<file path="config.mk">
export PLATFORM = sky130hd
export DESIGN_NAME = gvc_front
export DESIGN_NICKNAME = d
export VERILOG_FILES = /design/src/design/gvc_pkg.sv /design/src/design/gvc_front.sv
export SDC_FILE = /design/constraint.sdc
export NUM_CORES = 1
export LEC_CHECK = 0
export ABC_AREA = 0
export BUFFER_PORTS_ARGS = -buffer_cell sky130_fd_sc_hd__buf_2
export CAP_MARGIN = 30
export CORE_UTILIZATION = 52
export DETAILED_ROUTE_END_ITERATION = 8
export PLACE_DENSITY = 0.83
export SLEW_MARGIN = 20
export SYNTH_ARGS = -nofsm -noshare
export SYNTH_HDL_FRONTEND = slang
export SYNTH_SLANG_ARGS = --single-unit
</file>
<file path="constraint.sdc">
create_clock -name clk_i -period 7 [get_ports clk_i]
set_input_delay 2.1 -clock clk_i [delete_from_list [all_inputs] [get_ports clk_i]]
set_output_delay 2.1 -clock clk_i [all_outputs]
set_load 0.02 [all_outputs]
</file>
<file path="src/design/gvc_pkg.sv">
`default_nettype none

package gvc_pkg;

  localparam int unsigned MAX_WIDTH = 1024;
  localparam int unsigned KSIZE     = 3;
  localparam int unsigned IDX_W     = (MAX_WIDTH > 1) ? $clog2(MAX_WIDTH) : 1;

  localparam int unsigned PIX_W     = 8;
  localparam int unsigned COEF_W    = 8;
  localparam int unsigned KROW_W    = KSIZE * COEF_W;
  localparam int unsigned WIDTH_W   = 11;
  localparam int unsigned HEIGHT_W  = 16;
  localparam int unsigned DIV_SHIFT = 4;

  localparam int unsigned DATA_W    = 32;
  localparam int unsigned ADDR_W    = 5;

  // queue depths are powers of two so the pointers wrap on their own
  localparam int unsigned QDEPTH    = 4;
  localparam int unsigned QAW       = $clog2(QDEPTH);
  localparam int unsigned ODEPTH    = 4;
  localparam int unsigned OAW       = $clog2(ODEPTH);

  localparam logic [KROW_W-1:0]   KTOP_RST   = 24'h010201;
  localparam logic [KROW_W-1:0]   KMID_RST   = 24'h020402;
  localparam logic [KROW_W-1:0]   KBOT_RST   = 24'h010201;
  localparam logic [WIDTH_W-1:0]  WIDTH_RST  = 11'd640;
  localparam logic [HEIGHT_W-1:0] HEIGHT_RST = 16'd480;

  typedef enum logic [2:0] {
    REG_KTOP   = 3'd0,
    REG_KMID   = 3'd1,
    REG_KBOT   = 3'd2,
    REG_WIDTH  = 3'd3,
    REG_HEIGHT = 3'd4
  } reg_idx_e;

  typedef struct packed {
    logic [PIX_W-1:0] pixel;
    logic             frame_start;
  } pix_in_t;

  typedef struct packed {
    logic [PIX_W-1:0] filtered;
    logic             frame_end;
  } pix_out_t;

  typedef struct packed {
    logic [PIX_W-1:0] pixel;
    logic [IDX_W-1:0] idx;
    logic             produce;
    logic             last;
  } cmd_t;

  // row 0 is the top row; within a row the left coefficient sits in the high byte
  typedef logic [KSIZE-1:0][KROW_W-1:0] kernel_t;

endpackage

`default_nettype wire

</file>
<file path="src/design/gvc_front.sv">
`default_nettype none

module gvc_front import gvc_pkg::*; (
  input  logic                clk_i,
  input  logic                rst_ni,
  input  logic [WIDTH_W-1:0]  width_i,
  input  logic [HEIGHT_W-1:0] height_i,
  input  logic                accept_i,
  input  pix_in_t             data_i,
  output cmd_t                cmd_o
);

  logic [IDX_W-1:0]    col_q, col_d;
  logic [HEIGHT_W-1:0] row_q, row_d;
  logic [IDX_W-1:0]    wm1;
  logic [HEIGHT_W-1:0] hm1;
  logic [IDX_W-1:0]    c;
  logic [HEIGHT_W-1:0] r;
  logic                end_col, end_row;

  // clamp the frame size to at least 3x3 and the width to what the line stores can hold
  always_comb begin
    if (width_i < WIDTH_W'(3)) begin
      wm1 = IDX_W'(2);
    end else if (32'(width_i) > MAX_WIDTH) begin
      wm1 = IDX_W'(MAX_WIDTH - 1);
    end else begin
      wm1 = IDX_W'(width_i - WIDTH_W'(1));
    end
    if (height_i < HEIGHT_W'(3)) begin
      hm1 = HEIGHT_W'(2);
    end else begin
      hm1 = height_i - HEIGHT_W'(1);
    end
  end

  always_comb begin
    c       = data_i.frame_start ? '0 : col_q;
    r       = data_i.frame_start ? '0 : row_q;
    end_col = (c >= wm1);
    end_row = (r >= hm1);

    cmd_o.pixel   = data_i.pixel;
    cmd_o.idx     = c;
    cmd_o.produce = (r >= HEIGHT_W'(2)) && (c >= IDX_W'(2));
    cmd_o.last    = end_row && end_col;

    if (end_col) begin
      col_d = '0;
      row_d = end_row ? '0 : r + HEIGHT_W'(1);
    end else begin
      col_d = c + IDX_W'(1);
      row_d = r;
    end
  end

  always_ff @(posedge clk_i or negedge rst_ni) begin
    if (!rst_ni) begin
      col_q <= '0;
      row_q <= '0;
    end else if (accept_i) begin
      col_q <= col_d;
      row_q <= row_d;
    end
  end

endmodule

`default_nettype wire

</file>
==> results of run 1 <==
## state kept, by name, indices dropped and copies added (netlist names)
name,flops
col_q,10
row_q,16
## placed cells by master (no fill, tap or decap), drive strengths merged, types with 11 or more instances in the layout
| cell type | netlist | final |
|---|---|---|
| nor2b | 28 | 28 |
| inv | 13 | 13 |
| a21oi | 12 | 12 |
| nand3 | 15 | 15 |
| xnor2 | 11 | 11 |
| buf | 9 | 88 |
| dfrtp | 26 | 26 |
| nand4 | 11 | 11 |
| nor2 | 32 | 32 |
| nor4 | 14 | 14 |
| nand2 | 46 | 46 |
| ha | 33 | 33 |
| o21ai | 17 | 17 |
## per-stage QoR
step	hold slack, ns	instances	setup WS (ns)	instance area [µm²]
2_1_floorplan	0.443	401	-0.0905	3160
3_3_place_gp	0.464	528	-0.167	3620
3_5_place_dp	0.474	528	-0.270	3620
4_1_cts	0.491	537	-0.0880	3820
5_1_grt	0.514	539	-0.210	3860
6_report	0.490	539	-0.132	3860
## final cells by class
class                      count  area (µm²)
sequential                    26         651
fill                         428        1780
clock buffer                   3        41.3
clock inverter                 1        30.0
timing repair buffer          88         573
inverter                      13        48.8
multi-input combinational    336        2420
tap                           72        90.1
## logic make-up (layout without fill, tap and decap cells)
kind of cell | after synthesis | in the layout
mux | 3 | 3
compound gates | 91 | 91
fa+ha+maj | 33 | 33
xor+xnor | 21 | 21
simple gates | 188 | 188
buf+inv | 39 | 105
flops | 26 | 26
## layer usage
layer / vias to the layer above / part of all wire
met3: 32 / 0.082
met2: 197 / 0.49
met1: 1655 / 0.41
li1: 1607 / -
met5: - / 0
met4: 0 / 0.022
## how the worst max path moves through the flow
| stage | startpoint | endpoint | slack, ns |
|---|---|---|---|
| after floorplan | width_i[3] | cmd_o[0] | -0.09 |
| after global placement | width_i[3] | cmd_o[0] | -0.17 |
| after detailed placement | width_i[3] | cmd_o[0] | -0.27 |
| after CTS | width_i[3] | cmd_o[0] | -0.09 |
| after global routing | width_i[3] | cmd_o[0] | -0.21 |
| final | width_i[3] | cmd_o[0] | -0.13 |
## power by group
| group | internal, mW | total, mW | switching [mW] |
|---|---|---|---|
| Sequential | 0.157 | 0.167 | 0.00992 |
| Combinational | 0.0534 | 0.126 | 0.0724 |
| Clock | 0.0766 | 0.130 | 0.0538 |
## timing repair
action | in CTS | in global routing
buffers inserted | 5 | 1
endpoints found under the setup margin | 1 | 1
gates resized for setup | 16 | 3
pin swaps | 10 | 9
hold buffers | 0 | 0
## worst max-delay path, cell delays in order
cell      delay [ns]
buf_2           0.11
or3_4           0.38
or4_4           0.42
or2_4           0.26
buf_4           0.15
o21ai_4         0.23
a21o_4          0.16
ha_4            0.19
a211oi_2        0.21
nor2_2          0.08
or3_4           0.41
nor2_4          0.16
nor2_4          0.05
buf_6           0.12
==> impl_metrics.tcl, run 1 <==
set metrics [dict create \
    vias 3491 \
    fin_nets 540 \
    synth-edff-count 0 \
    synth_top_area_cell "dfrtp_1" \
    num_antenna_cells 0 \
    final_hold_viol_count 0 \
    gr-max-usage-layer "met2" \
    drtIter0Drc 374 \
    synth_area_um2 3130 \
    synthFlopType "dfrtp_1" \
    ir_worst_vdd_uv 96.3 \
    end_kind "primary output" \
    drt_wl_total_um 9380 \
    worstMarginPinSlew_ns 0.710 \
    drv_cap 0 \
    clockBufferDepth 2 \
    cts_tree "built" \
    synth_xor_area_frac 0.0588 \
    gr-usage-all-layers 0.306 \
    whs_endpoint "col_q[9]" \
    cts.sinks 26 \
    synth_common_cells "nand2_1 (46), ha_1 (33), nor2_1 (31), nor2b_1 (28), dfrtp_1 (26)" \
    ys_seq_area_frac 0.208 \
    drtAntennaViolNets 0 \
    reg2reg_slack_ns 3.99 \
    wire_per_inst_um 17.4 \
    crit_fanout 5 \
    failed_checks "negative setup slack" \
    synth.area.mux_share 0.00960 \
    ys_seq_elements 26 \
    synth_cell_types 62 \
    worst_clock_skew_ns 0.00310 \
    drive_gt1_frac 0.259 \
    drc 0 \
    timing.rr.start "col_q[7]" \
    power.density_nw_per_um2 110 \
    holdCritPathClass "register to register" \
    grt_max_degree 33 \
    min_from "col_q[9]" \
    maxSlewViolCount 0 \
    grt_pass1_vias 3378 \
    clkTransAtPathRegs_ns 0.10 \
    period_needed_ns 7.13 \
    required_ns 4.90 \
    setup_viol 1 \
    fin_ws_ns -0.132 \
    utilization 0.684 \
    synth.avg_cell_area_um2 7.80 \
    r2r_end "col_q[3]" \
    root_buffer "clkbuf_8" \
    htree_levels 1 \
    status "finished with violations" \
    area_growth_pct 23.3 \
    start_util 0.554 \
    finalCritPeriodShare 1.02 \
    grt_antenna_before_repair 0 \
    grt_pass1_wl_um 15500 \
    min_path_cells 1 \
    use_met1 0.383 \
    yosys.area_share.adder 0.132 \
    crit_type "primary input to primary output" \
    drtPass1Iterations 6 \
    fin_total_pwr_uw 424 \
    die_w_um 79.6 \
    synth_compound_area_frac 0.218 \
    port-buffer-count 42 \
    setup_tns_ns -0.132 \
    synth_top_family_by_area "simple AND/OR/NAND/NOR gates" \
    syn_inst 401 \
    synth_top_area_frac 0.208 \
    r2r_cells 9 \
    p_leak_nw 1.80 \
    grt_overflow 0 \
    dieArea_um2 6330 \
    dp_hpwl_um 6710 \
    start_kind "primary input" \
    max_freq_mhz 140 \
    clkLatencyLatePin_ns 0.28 \
    post_drt_via_cell_ratio 6.48 \
    crit_arrival_ns 5.03 \
    die_h_um 79.6 \
    coreArea_um2 5640 \
    async_flop_share 1.00 \
    slew_headroom 0.523 \
    grt_use_met2 0.531 \
    synthSimpleGateAreaFrac 0.317 \
    yosysMostFrequentCell "nand2_1" \
    met3_usage 0.0491 \
    yosys_warnings 0 \
    gp_congestion 0.890 \
    io_pins 59 \
    cts-buffers-inserted 3 \
    synthTopCellsByArea "dfrtp_1 (21%), ha_1 (13%), nor2b_1 (5.6%), nand2_1 (5.5%), nor2_1 (3.7%)" \
    synth_fp_nets 473 \
    rsz0062_at_grt "yes" \
    rows 27 \
]
No activity file was read; power rests on OpenSTA's default activity.
==> run 2, diff against run 1 <==
--- a/config.mk
+++ b/config.mk
@@ -11,6 +11,7 @@
 export CORE_UTILIZATION = 52
 export DETAILED_ROUTE_END_ITERATION = 8
 export PLACE_DENSITY = 0.83
+export SKIP_CTS_REPAIR_TIMING = 1
 export SLEW_MARGIN = 20
 export SYNTH_ARGS = -nofsm -noshare
 export SYNTH_HDL_FRONTEND = slang
==> impl_metrics.tcl, run 2 (synthesized netlist as in run 1, its figures left out) <==
set metrics [dict create \
    finalCritPeriodShare 1.01 \
    drv_cap 0 \
    wire_per_inst_um 17.1 \
    worst_clock_skew_ns 0.00126 \
    timing.rr.start "row_q[2]" \
    cp_top_family "simple AND/OR/NAND/NOR gates" \
    rows 27 \
    fin_total_pwr_uw 421 \
    pre_cts_ws_ns -0.270 \
    post_drt_via_cell_ratio 6.48 \
    setup_viol 1 \
    ir_worst_vdd_uv 101 \
    num_antenna_cells 0 \
    clkLatencyLatePin_ns 0.27 \
    drc 0 \
    critical_path.slowest_cell "or4_4" \
    gr-usage-all-layers 0.294 \
    crit_buf_inv 3 \
    grt_max_degree 33 \
    p_leak_nw 1.79 \
    dieArea_um2 6330 \
    max_stage_delay_ns 0.42 \
    drtAntennaViolNets 0 \
    die_w_um 79.6 \
    grt_pass1_wl_um 15000 \
    failed_checks "negative setup slack" \
    p_comb_frac 0.297 \
    cts_tree "built" \
    drtPass1Iterations 5 \
    grt_antenna_before_repair 0 \
    holdCritPathClass "register to register" \
    io_pins 59 \
    final_cell_mix "nand2_1 (46), buf_2 (41), buf_4 (41), ha_1 (32), nor2_1 (30)" \
    gp_congestion 0.890 \
    design_area_um2 3810 \
    port-buffer-count 42 \
    largest_register_ffs 16 \
    period_needed_ns 7.10 \
    root_buffer "clkbuf_8" \
    utilization 0.676 \
    start_kind "primary input" \
    clkTransAtPathRegs_ns 0.10 \
    min_from "row_q[12]" \
    cp_cell_sequence "buf_2 > or3_4 > or4_4 > or2_4 > buf_4 > o21ai_4 > a21o_2 > ha_1 > a21oi_2 > a211oi_2 > or3_4 > nor2_4 > nor2_4 > buf_6" \
    vias 3471 \
    drive_gt1_frac 0.254 \
    cts.sinks 26 \
    seqPwrFrac 0.396 \
    drtIter0Drc 416 \
    worstMarginPinSlew_ns 0.697 \
    die_h_um 79.6 \
    whs_endpoint "row_q[12]" \
    layout_commonest_cell "nand2_1" \
    area_growth_pct 22.0 \
    dp_hpwl_um 6710 \
    p_int_uw 286 \
    fin_ws_ns -0.102 \
    swShare 0.320 \
    required_ns 4.90 \
    end_kind "primary output" \
    crit_arrival_ns 5.00 \
    clkPwrFrac 0.306 \
    crit_fanout 5 \
    min_path_cells 1 \
    cts-buffers-inserted 3 \
    grt_overflow 0 \
    htree_levels 1 \
    switchingPower_uw 135 \
    r2r_cells 9 \
    power.density_nw_per_um2 110 \
    drt_wl_total_um 9140 \
    slew_headroom 0.531 \
    reg2reg_slack_ns 4.04 \
    coreArea_um2 5640 \
    rsz0062_at_grt "yes" \
    clockBufferDepth 2 \
    final_hold_viol_count 0 \
    start_util 0.554 \
    dpl_cell_area_um2 3620 \
    fin_nets 537 \
    grt_pass1_vias 3284 \
    status "finished with violations" \
    r2r_end "row_q[5]" \
    largest_register "row_q" \
    largestRegisters "row_q: 16 flops, col_q: 10 flops" \
    crit_type "primary input to primary output" \
    max_freq_mhz 141 \
    maxSlewViolCount 0 \
]
## run 2: how the worst max path moves through the flow
| stage | cells past startpoint | slack (ns) | from | endpoint |
|---|---|---|---|---|
| final | 14 | -0.10 | width_i[3] | cmd_o[0] |
| after CTS | 14 | -0.30 | width_i[3] | cmd_o[0] |
| after global placement | 14 | -0.17 | width_i[3] | cmd_o[0] |
| after global routing | 15 | -0.21 | width_i[3] | cmd_o[0] |
| after floorplan | 12 | -0.09 | width_i[3] | cmd_o[0] |
| after detailed placement | 14 | -0.27 | width_i[3] | cmd_o[0] |
## run 2: stage by stage
stage | std cells | TNS [ns] | hold WS (ns)
after global routing | 536 | -0.207 | 0.514
after floorplan | 401 | -0.0905 | 0.443
final | 536 | -0.102 | 0.501
after CTS | 532 | -0.302 | 0.491
after global placement | 528 | -0.167 | 0.464
after detailed placement | 528 | -0.270 | 0.474
## run 2: metal layers
metal	global-route usage	up-vias	share of wire
li1	-	1604	-
met1	0.377	1643	0.41
met2	0.515	196	0.48
met3	0.0389	28	0.083
met4	0.0709	0	0.018
met5	0	-	0
## run 2: final cells by class
type	count	area, µm²
Tap cell	72	90.1
Timing Repair Buffer	85	551
Multi-Input combinational cell	336	2400
Fill cell	440	1830
Clock inverter	1	30.0
Inverter	13	48.8
Sequential cell	26	651
Clock buffer	3	41.3
## run 2: power by group through the flow
stage	Combinational, mW	Sequential, mW	Clock [mW]
3_5_place_dp	0.117	0.170	0
6_report	0.125	0.167	0.129
3_3_place_gp	0.111	0.169	0
2_1_floorplan	0.0754	0.167	0
5_1_grt	0.138	0.169	0.138
4_1_cts	0.117	0.167	0.129
## run 2: worst register-to-register path, cell delays in order (launching register included)
cell,delay [ns]
dfrtp_1,0.45
nor2b_1,0.40
ha_1,0.33
a31oi_1,0.17
nor2b_1,0.09
o311ai_0,0.39
o211a_1,0.28
buf_4,0.25
nand2_1,0.21
o31ai_1,0.30
