## src/design/gvc_pkg.sv

```systemverilog
`default_nettype none

package gvc_pkg;

  localparam int unsigned MAX_WIDTH = 1024;
  localparam int unsigned KSIZE     = 3;
  localparam int unsigned IDX_W     = (MAX_WIDTH > 1) ? $clog2(MAX_WIDTH) : 1;

  localparam int unsigned PIX_W     = 8;
  localparam int unsigned COEF_W    = 8;
  localparam int unsigned KROW_W    = KSIZE * COEF_W;
  localparam int unsigned WIDTH_W   = 11;
  localparam int unsigned HEIGHT_W  = 16;
  localparam int unsigned DIV_SHIFT = 4;

  localparam int unsigned DATA_W    = 32;
  localparam int unsigned ADDR_W    = 5;

  // queue depths are powers of two so the pointers wrap on their own
  localparam int unsigned QDEPTH    = 4;
  localparam int unsigned QAW       = $clog2(QDEPTH);
  localparam int unsigned ODEPTH    = 4;
  localparam int unsigned OAW       = $clog2(ODEPTH);

  localparam logic [KROW_W-1:0]   KTOP_RST   = 24'h010201;
  localparam logic [KROW_W-1:0]   KMID_RST   = 24'h020402;
  localparam logic [KROW_W-1:0]   KBOT_RST   = 24'h010201;
  localparam logic [WIDTH_W-1:0]  WIDTH_RST  = 11'd640;
  localparam logic [HEIGHT_W-1:0] HEIGHT_RST = 16'd480;

  typedef enum logic [2:0] {
    REG_KTOP   = 3'd0,
    REG_KMID   = 3'd1,
    REG_KBOT   = 3'd2,
    REG_WIDTH  = 3'd3,
    REG_HEIGHT = 3'd4
  } reg_idx_e;

  typedef struct packed {
    logic [PIX_W-1:0] pixel;
    logic             frame_start;
  } pix_in_t;

  typedef struct packed {
    logic [PIX_W-1:0] filtered;
    logic             frame_end;
  } pix_out_t;

  typedef struct packed {
    logic [PIX_W-1:0] pixel;
    logic [IDX_W-1:0] idx;
    logic             produce;
    logic             last;
  } cmd_t;

  // row 0 is the top row; within a row the left coefficient sits in the high byte
  typedef logic [KSIZE-1:0][KROW_W-1:0] kernel_t;

endpackage

`default_nettype wire

```

## src/design/gvc_queue.sv

```systemverilog
`default_nettype none

module gvc_queue import gvc_pkg::*; (
  input  logic clk_i,
  input  logic rst_ni,
  input  logic push_i,
  input  cmd_t cmd_i,
  output logic full_o,
  input  logic pop_i,
  output cmd_t cmd_o,
  output logic empty_o
);

  cmd_t           mem_q [QDEPTH];
  logic [QAW-1:0] wr_q, rd_q;
  logic [QAW:0]   cnt_q, cnt_d;
  logic           do_push, do_pop;

  assign full_o  = (cnt_q == (QAW+1)'(QDEPTH));
  assign empty_o = (cnt_q == '0);
  assign do_push = push_i && !full_o;
  assign do_pop  = pop_i && !empty_o;
  assign cmd_o   = mem_q[rd_q];

  always_comb begin
    cnt_d = cnt_q;
    if (do_push && !do_pop) begin
      cnt_d = cnt_q + (QAW+1)'(1);
    end else if (do_pop && !do_push) begin
      cnt_d = cnt_q - (QAW+1)'(1);
    end
  end

  always_ff @(posedge clk_i) begin
    if (do_push) begin
      mem_q[wr_q] <= cmd_i;
    end
  end

  always_ff @(posedge clk_i or negedge rst_ni) begin
    if (!rst_ni) begin
      wr_q  <= '0;
      rd_q  <= '0;
      cnt_q <= '0;
    end else begin
      if (do_push) begin
        wr_q <= wr_q + QAW'(1);
      end
      if (do_pop) begin
        rd_q <= rd_q + QAW'(1);
      end
      cnt_q <= cnt_d;
    end
  end

endmodule

`default_nettype wire

```

## config.mk

```make
export PLATFORM = sky130hd
export DESIGN_NAME = gvc_queue
export DESIGN_NICKNAME = d
export VERILOG_FILES = /design/src/design/gvc_pkg.sv /design/src/design/gvc_queue.sv
export SDC_FILE = /design/constraint.sdc
export NUM_CORES = 1
export LEC_CHECK = 0
export BUFFER_PORTS_ARGS = -buffer_cell sky130_fd_sc_hd__buf_4
export CAP_MARGIN = 10
export CORE_ASPECT_RATIO = 1.75
export CORE_MARGIN = 8
export CORE_UTILIZATION = 55
export CTS_BUF_LIST = sky130_fd_sc_hd__clkbuf_16
export DETAILED_ROUTE_END_ITERATION = 16
export HOLD_SLACK_MARGIN = 0.05
export PLACE_DENSITY_LB_ADDON = 0.05
export SLEW_MARGIN = 40
export SYNTH_ARGS = -nofsm -noshare
export SYNTH_HDL_FRONTEND = slang
export SYNTH_SLANG_ARGS = --single-unit
export TNS_END_PERCENT = 50
```

## constraint.sdc

```tcl
create_clock -name clk_i -period 4.38 [get_ports clk_i]
set_clock_uncertainty 0.05 [all_clocks]
set_input_delay 0.438 -clock clk_i [delete_from_list [all_inputs] [get_ports clk_i]]
set_output_delay 0.438 -clock clk_i [all_outputs]
set_load 0.005 [all_outputs]
```

==> flow_summary.json, run 1 <==
{
  "grt_use_met1_pct": 14.5,
  "critPathArrivalTime_ns": 1.94,
  "leakagePower_uw": 0.00152,
  "drv_cap": 0,
  "io_pins": 46,
  "clk_latency_ns": 0.33,
  "fillers": 423,
  "drtPass1Iterations": 4,
  "numPortBuffers": 45,
  "use_met3_pct": 5.35,
  "drive_gt1_share_pct": 34.5,
  "cp_max_fo": 22,
  "clk_pin_slew_worst_paths_ns": 0.06,
  "core_sq_mm": 0.00609,
  "holdPathStages": 1,
  "startpoint": "rd_q[0]",
  "clockBufferDepth": 2,
  "end_kind": "output port",
  "drtIter0Drc": 167,
  "utilization_pct": 67.6,
  "h-tree-depth": 3,
  "critical_path_class": "flop to output port",
  "grtUsageTotal_pct": 13.8,
  "busiest_layer": "met2",
  "drc": 0,
  "min_path_type": "input port to flop",
  "hp-start": "cmd_i[1]",
  "slew_headroom_pct": 56.4,
  "r2r-start": "cnt_q[2]",
  "finalHoldViolCount": 0,
  "ys_seq_area_share_pct": 76.2,
  "initial_core_util_pct": 55.6,
  "first_global_vias": 1665,
  "ant_nets": 0,
  "die_x_um": 75.3,
  "dpl.hpwl_mm": 3.63,
  "area_growth_syn_to_layout_pct": 21.5,
  "vias": 1515,
  "die_area_sq_mm": 0.00902,
  "startpoint_type": "flop",
  "gr-total-overflow": 0,
  "whs_ns": 0.253,
  "rr_worst_depth": 8,
  "cts.sinks": 87,
  "wirelength_mm": 5.62,
  "ys_seq_elements": 87,
  "antenna_found_initial": 0,
  "rsz0062_at_grt": "false",
  "syn_nets": 170,
  "cts_tree": "built",
  "setup_viol": 0,
  "multi_input_area_sq_um": 754,
  "syn_inst": 140,
  "cp_data_required_time_ns": 3.89,
  "die_h_um": 120,
  "netlist_area_sq_mm": 0.00338,
  "root_buffer": "clkbuf_16",
  "layout.nets": 222,
  "antennaDiodeCount": 0,
  "status": "complete, no violations",
  "rows": 38,
  "post_cts_buffers": 0,
  "peakVddDrop_mv": 0.475,
  "place.gp.congestion": 0.719,
  "wire_per_inst_um": 20.3,
  "avgSynthCellArea_sq_um": 24.2,
  "min_period_over_period_pct": 55.3,
  "grt_max_degree": 23,
  "power.density_mw_per_mm2": 663,
  "finalCriticalPeriod_ns": 2.42,
  "cts_buffers": 9,
  "postLayoutCellArea_sq_mm": 0.00411,
  "via_per_inst": 5.47,
  "use_met2_pct": 23.0,
  "grt_pass1_wl_mm": 8.61,
  "seq_area_sq_mm": 0.00258,
  "yosysUniqueCellTypes": 20,
  "synth_warnings": 0,
  "tns_ns": 0,
  "fmax_ghz": 0.413,
  "worst_slew_pin_slew_ns": 0.654,
  "placed_area_sq_mm": 0.00379,
  "drv_slew": 0
}
[metal layers]
metal | share of wire (%) | wire, um | up-vias
met1 | 38 | 2120 | 775
met5 | 0 | 0 | -
met3 | 5.3 | 296 | 8
li1 | - | - | 693
met4 | 1.5 | 82 | 0
met2 | 56 | 3120 | 39
[sequential cells by signal, summed over array words and instances (netlist names)]
register / flops
rd_q: 2
mem_q: 80
wr_q: 2
cnt_q: 3
[per-stage QoR]
stage / std cells / setup slack, ns / power [uW]
after floorplan: 140 / 2.33 / 1640
after global placement: 260 / 1.94 / 1930
after detailed placement: 260 / 2.06 / 1980
after CTS: 277 / 1.93 / 2770
after global routing: 277 / 1.88 / 2850
final: 277 / 1.96 / 2720
[kinds of logic (layout without fill, tap and decap cells)]
kind of cell	count (synthesis)	in the layout	synth area share, %
XOR/XNOR	6	6	1.55
multiplexers	22	22	16.3
AND/OR/NAND/NOR	10	10	1.85
buffers and inverters	9	66	1.70
adder cells (fa/ha/maj)	6	6	2.44
flip-flops	87	87	76.2
[Yosys cell counts]
cell       n  area share, %
clkbuf_1   1           0.11
xor2_1     2           0.52
ha_1       5            1.8
mux2_4     1           0.44
inv_1      4           0.44
or3_1      1           0.18
mux2_2     1           0.33
and2_1     4           0.74
xnor2_1    4            1.0
nor2b_1    1           0.18
buf_6      3            1.0
buf_2      1           0.15
nand3_1    1           0.15
nor2_1     1           0.11
fa_1       1           0.59
mux4_1    20             16
dfrtp_1    7            5.2
nand2_1    1           0.11
nor3b_2    1           0.37
edfxtp_1  80             71
[layout by cell type, fill, tap and decap left out, types with 2 or more instances in the layout]
cell and instances:
and2_2 4, buf_4 45, bufinv_16 2, clkbuf_16 9
dfrtp_1 5, dfrtp_2 2, edfxtp_1 80, ha_1 5
inv_1 5, mux4_1 20, xnor2_1 4, xor2_1 2
[area by class of cell]
class                      instances  area share [%]
clock buffer                       9            5.48
clock inverter                     7            2.16
inverter                           4           0.365
multi-input combinational         44            18.4
sequential                        87            62.8
tap                               80            2.43
timing repair buffer              46            8.46
[power by group]
part	switching, uW	leakage, uW	total, uW	internal (uW)
clock network	291	0.000154	786	495
logic	269	0.000558	684	415
registers	145	0.000813	1260	1110
total	705	0.00152	2720	2020
[path summary, 6_finish.rpt]
kind	endpoint	slack, ns
setup / recovery	cmd_o[8]	1.96
hold / removal	mem_q[1][1]	0.25
setup reg to reg	cnt_q[2]	2.07
hold reg to reg	cnt_q[2]	0.45
max in group asynchronous	rd_q[0]	3.73
min in group asynchronous	cnt_q[0]	0.41
[critical path, cell delays in order, from the launching register on]
cell,delay (ns)
dfrtp_2,0.79
mux4_1,0.65
buf_4,0.16
[repair_timing]
| action | CTS | global route |
|---|---|---|
| hold endpoints to repair | 7 | 0 |
| hold buffers | 1 | 0 |
| gates resized for setup | 0 | 0 |
(Power assumes the default switching activity.)
==> inputs of run 2 (changes only) <==
- CORE_UTILIZATION: 55 -> 51
- clock period: 4.38 -> 2.1 ns (I/O delays scaled with it)
==> flow_summary.json, run 2 (same netlist as run 1, synthesis figures left out) <==
{
  "setup_viol": 0,
  "die_x_um": 77.6,
  "root_buffer": "clkbuf_16",
  "critPathMostFrequentCell": "xor2_1",
  "top_register": "mem_q",
  "vias": 1667,
  "dpl.hpwl_mm": 4.10,
  "numPortBuffers": 45,
  "slew_headroom_pct": 83.0,
  "min_period_over_period_pct": 94.7,
  "rsz0062_at_grt": "false",
  "drv_cap": 0,
  "clk_pin_slew_worst_paths_ns": 0.05,
  "startpoint_type": "flop",
  "power_frac_seq_pct": 43.3,
  "clockBufferDepth": 2,
  "end_kind": "flop",
  "tns_ns": 0,
  "min_path_type": "input port to flop",
  "internal-power_uw": 4130,
  "leakagePower_uw": 0.00166,
  "wirelength_mm": 5.95,
  "rows": 39,
  "place.gp.congestion": 0.672,
  "finalHoldViolCount": 0,
  "dp_slack_ns": -0.0603,
  "layout_commonest_cell": "edfxtp_1",
  "area_growth_syn_to_layout_pct": 29.6,
  "clk_latency_ns": 0.33,
  "power.density_mw_per_mm2": 1280,
  "antennaDiodeCount": 0,
  "antenna_found_initial": 0,
  "status": "complete, no violations",
  "critPathArrivalTime_ns": 2.19,
  "grt_pass1_wl_mm": 9.72,
  "layout_common_cells": "80 x edfxtp_1, 58 x buf_4, 21 x dlygate4sd3_1",
  "worst_slew_pin_slew_ns": 0.254,
  "grtUsageTotal_pct": 13.7,
  "cts.sinks": 87,
  "reg_top3": "mem_q x80, cnt_q x3",
  "drv_slew": 0,
  "switching_power_uw": 1460,
  "drtPass1Iterations": 4,
  "fmax_ghz": 0.503,
  "first_global_vias": 1892,
  "fin_ws_ns": 0.112,
  "max_stage_delay_ns": 0.41,
  "switching_share_pct": 26.1,
  "die_area_sq_mm": 0.00960,
  "io_pins": 46,
  "p_clk_share_pct": 23.5,
  "core_sq_mm": 0.00649,
  "grt_max_degree": 23,
  "via_per_inst": 5.36,
  "cp_max_fo": 2,
  "wire_per_inst_um": 19.1,
  "crit_chain": "or3_4 -> nand2_4 -> ha_4 -> inv_1 -> fa_2 -> xor2_1 -> nor2_1 -> xor2_1",
  "fillers": 462,
  "drtIter0Drc": 141,
  "cts_buffers": 9,
  "hp-start": "pop_i",
  "critical_path_class": "flop to flop",
  "drc": 0,
  "gr-total-overflow": 0,
  "h-tree-depth": 3,
  "startpoint": "cnt_q[1]",
  "worst_path_max_delay_cell": "or3_4",
  "peakVddDrop_mv": 0.851,
  "combPwrFrac_pct": 33.2,
  "initial_core_util_pct": 52.1,
  "rrSetupSlack_ns": 0.11,
  "largest_reg_flops": 80,
  "cp_data_required_time_ns": 2.30,
  "layout.nets": 256,
  "finalCriticalPeriod_ns": 1.99,
  "r2r-start": "cnt_q[1]",
  "die_h_um": 124,
  "utilization_pct": 67.6,
  "ant_nets": 0,
  "drive_gt1_share_pct": 33.6,
  "cts_tree": "built"
}
run 2: cell count changes in the layout (fill, tap and decap cells not counted), moves of 2 or more:
cell / before / now
dfrtp_1: 5 / 7
and2_1: 0 / 4
dlygate4sd3_1: 1 / 21
and2_2: 4 / 0
dfrtp_2: 2 / 0
buf_4: 45 / 58
bufinv_16: 2 / 0
run 2: timing repair:
action / 4_1_cts / 5_1_grt
gates resized for setup: 4 / 3
hold buffers: 21 / 0
setup buffers: 0 / 1
endpoints found under the hold margin: 87 / 0
pin swaps: 0 / 3
endpoints found under the setup margin: 1 / 1
run 2: through the flow:
| step | hold slack (ns) | instances | instance area [sq um] | power, uW |
|---|---|---|---|---|
| floorplan | -0.136 | 140 | 3380 | 3430 |
| global placement | -0.0243 | 275 | 3890 | 4190 |
| detailed placement | -0.0224 | 275 | 3890 | 4300 |
| CTS | 0.130 | 310 | 4370 | 5680 |
| global route | 0.149 | 311 | 4390 | 5900 |
| finish | 0.157 | 311 | 4390 | 5590 |
run 2: area by class of cell:
cell class / count / area, sq um / area share [%]
Inverter: 4 / 15.0 / 0.342
Multi-Input combinational cell: 44 / 779 / 17.8
Timing Repair Buffer: 80 / 666 / 15.2
Tap cell: 82 / 103 / 2.34
Clock buffer: 9 / 225 / 5.14
Sequential cell: 87 / 2580 / 58.8
Clock inverter: 5 / 20.0 / 0.456
run 2: critical path, delay by kind of cell, from the launching register on:
family,cells,cell delay (ns)
adders and majority gates,2,0.47
DFF,1,0.38
buffers and inverters,1,0.05
and+or+nand+nor,3,0.65
xor gates and xnor gates,2,0.31
run 2: path summary, 6_finish.rpt:
kind                       cells past startpoint        to
setup / recovery                               8  cnt_q[2]
hold / removal                                 3   rd_q[0]
setup reg to reg                               8  cnt_q[2]
hold reg to reg                                1   rd_q[1]
max in group asynchronous                      2  cnt_q[2]
min in group asynchronous                      2   wr_q[1]
run 2: metal layers:
metal  share of wire, %  wire, um  track usage, %  vias to the layer above
met4                2.2       133            7.48                        0
met5                  0         0               0                        -
met3                4.7       278            4.55                       12
met2                 56      3330            23.7                       39
met1                 37      2210            14.4                      859
li1                   -         -               -                      757
run 2: power by group through the flow:
stage	logic, uW	clock network, uW	registers [uW]
after floorplan	985	0	2440
after global placement	1770	0	2420
after detailed placement	1840	0	2460
after CTS	1900	1350	2430
after global routing	2030	1420	2450
final	1860	1320	2420
==> inputs of run 3 (changes only) <==
- REMOVE_ABC_BUFFERS: unset -> 1
==> flow_summary.json, run 3 (same netlist as run 1, synthesis figures left out) <==
{
  "drv_slew": 0,
  "clk_latency_ns": 0.33,
  "first_global_vias": 1804,
  "slew_headroom_pct": 78.5,
  "layout.nets": 253,
  "wire_per_inst_um": 19.5,
  "initial_core_util_pct": 52.1,
  "place_inst": 272,
  "wirelength_mm": 6.05,
  "fmax_ghz": 0.499,
  "end_kind": "flop",
  "largest_reg_flops": 80,
  "switching_share_pct": 26.6,
  "dp_slack_ns": -0.0876,
  "grt_max_degree": 21,
  "peakVddDrop_mv": 0.869,
  "finalNonFillerCells": 310,
  "internal-power_uw": 4090,
  "drive_gt1_share_pct": 32.0,
  "finalCriticalPeriod_ns": 2.00,
  "layout_common_cells": "80 x edfxtp_1, 56 x buf_4, 21 x dlygate4sd3_1",
  "top_register": "mem_q",
  "die_h_um": 124,
  "root_buffer": "clkbuf_16",
  "place.gp.congestion": 0.724,
  "h-tree-depth": 3,
  "grt_pass1_wl_mm": 9.68,
  "antennaDiodeCount": 0,
  "reg_top3": "mem_q x80, cnt_q x3",
  "postLayoutCellArea_sq_mm": 0.00436,
  "drtPass1Iterations": 2,
  "clockBufferDepth": 2,
  "startpoint_type": "flop",
  "drv_cap": 0,
  "combPwrFrac_pct": 32.8,
  "min_path_type": "input port to flop",
  "die_area_sq_mm": 0.00960,
  "leakagePower_uw": 0.00165,
  "p_clk_share_pct": 23.8,
  "switching_power_uw": 1480,
  "cp_data_required_time_ns": 2.30,
  "critical_path_class": "flop to flop",
  "cts_tree": "built",
  "status": "complete, no violations",
  "antenna_found_initial": 0,
  "cts_buffers": 9,
  "worst_slew_pin_slew_ns": 0.322,
  "rsz0062_at_grt": "false",
  "ant_nets": 0,
  "via_per_inst": 5.28,
  "fin_ws_ns": 0.0974,
  "finalHoldViolCount": 0,
  "cts.sinks": 87,
  "critPathArrivalTime_ns": 2.20,
  "fillers": 437,
  "die_x_um": 77.6,
  "setup_viol": 0,
  "power_frac_seq_pct": 43.3,
  "dpl.hpwl_mm": 3.89,
  "vias": 1636,
  "rows": 39,
  "min_period_over_period_pct": 95.4,
  "clk_pin_slew_worst_paths_ns": 0.06,
  "gr-total-overflow": 0,
  "tns_ns": 0,
  "power.density_mw_per_mm2": 1280,
  "drtIter0Drc": 111,
  "grtUsageTotal_pct": 13.8,
  "placed_area_sq_mm": 0.00386,
  "drc": 0,
  "layout_commonest_cell": "edfxtp_1",
  "numPortBuffers": 45,
  "io_pins": 46,
  "area_growth_syn_to_layout_pct": 28.7,
  "cp_max_fo": 2,
  "core_sq_mm": 0.00649
}
-- run 3: cell count changes in the layout (fill, tap and decap cells not counted), sizes merged --
cell  change
buf       -3
inv       +2
-- run 3: what timing repair did --
item | in CTS | in global routing
pin swaps | 1 | 2
setup buffers | 0 | 1
hold buffers | 21 | 0
setup endpoints to repair | 1 | 1
gates resized for setup | 4 | 3
endpoints found under the hold margin | 87 | 0
-- run 3: power by group through the flow --
stage	sequential, uW	clock, uW	combinational [uW]
after floorplan	2540	0	822
after global placement	2420	0	1700
after detailed placement	2450	0	1790
after CTS	2420	1370	1860
after global routing	2450	1440	1990
final	2420	1330	1830
-- run 3: worst paths after layout --
path | start | to | slack [ns] | depth (start not counted)
worst min register to register | rd_q[1] | rd_q[1] | 0.46 | 1
max in group asynchronous | rst_ni | wr_q[0] | 1.69 | 2
worst max register to register | cnt_q[1] | cnt_q[2] | 0.1 | 8
worst max-delay path | cnt_q[1] | cnt_q[2] | 0.1 | 8
worst min-delay path | pop_i | rd_q[0] | 0.14 | 3
min in group asynchronous | rst_ni | rd_q[1] | 0.18 | 2
-- run 3: worst max-delay path, cell delays in order (launching register included) --
cell	delay (ns)
dfrtp_1	0.38
or3_4	0.41
nand2_4	0.10
ha_4	0.14
inv_1	0.05
fa_2	0.33
xor2_1	0.16
nor2_1	0.13
xor2_1	0.18
-- run 3: through the flow --
stage | hold slack, ns | util [%] | total power [uW]
floorplan | -0.136 | - | 3360
global placement | -0.0248 | 59.4 | 4120
detailed placement | -0.0197 | 59.4 | 4250
CTS | 0.146 | 66.9 | 5650
global route | 0.136 | 67.1 | 5880
finish | 0.139 | 67.1 | 5580
-- run 3: area by class of cell --
class / count / area [sq um] / area share, %
Sequential cell: 87 / 2580 / 59.2
Multi-Input combinational cell: 44 / 779 / 17.9
Timing Repair Buffer: 77 / 631 / 14.5
Clock buffer: 9 / 225 / 5.17
Tap cell: 82 / 103 / 2.35
Clock inverter: 7 / 26.3 / 0.603
Inverter: 4 / 15.0 / 0.345
-- run 3: layer usage --
layer  vias up  wire length (um)  track usage, %
met5         -                 0               0
met4         0               112            7.01
met3         7               261            5.13
met2        33              3410            24.2
met1       841              2260            14.0
li1        755                 -               -
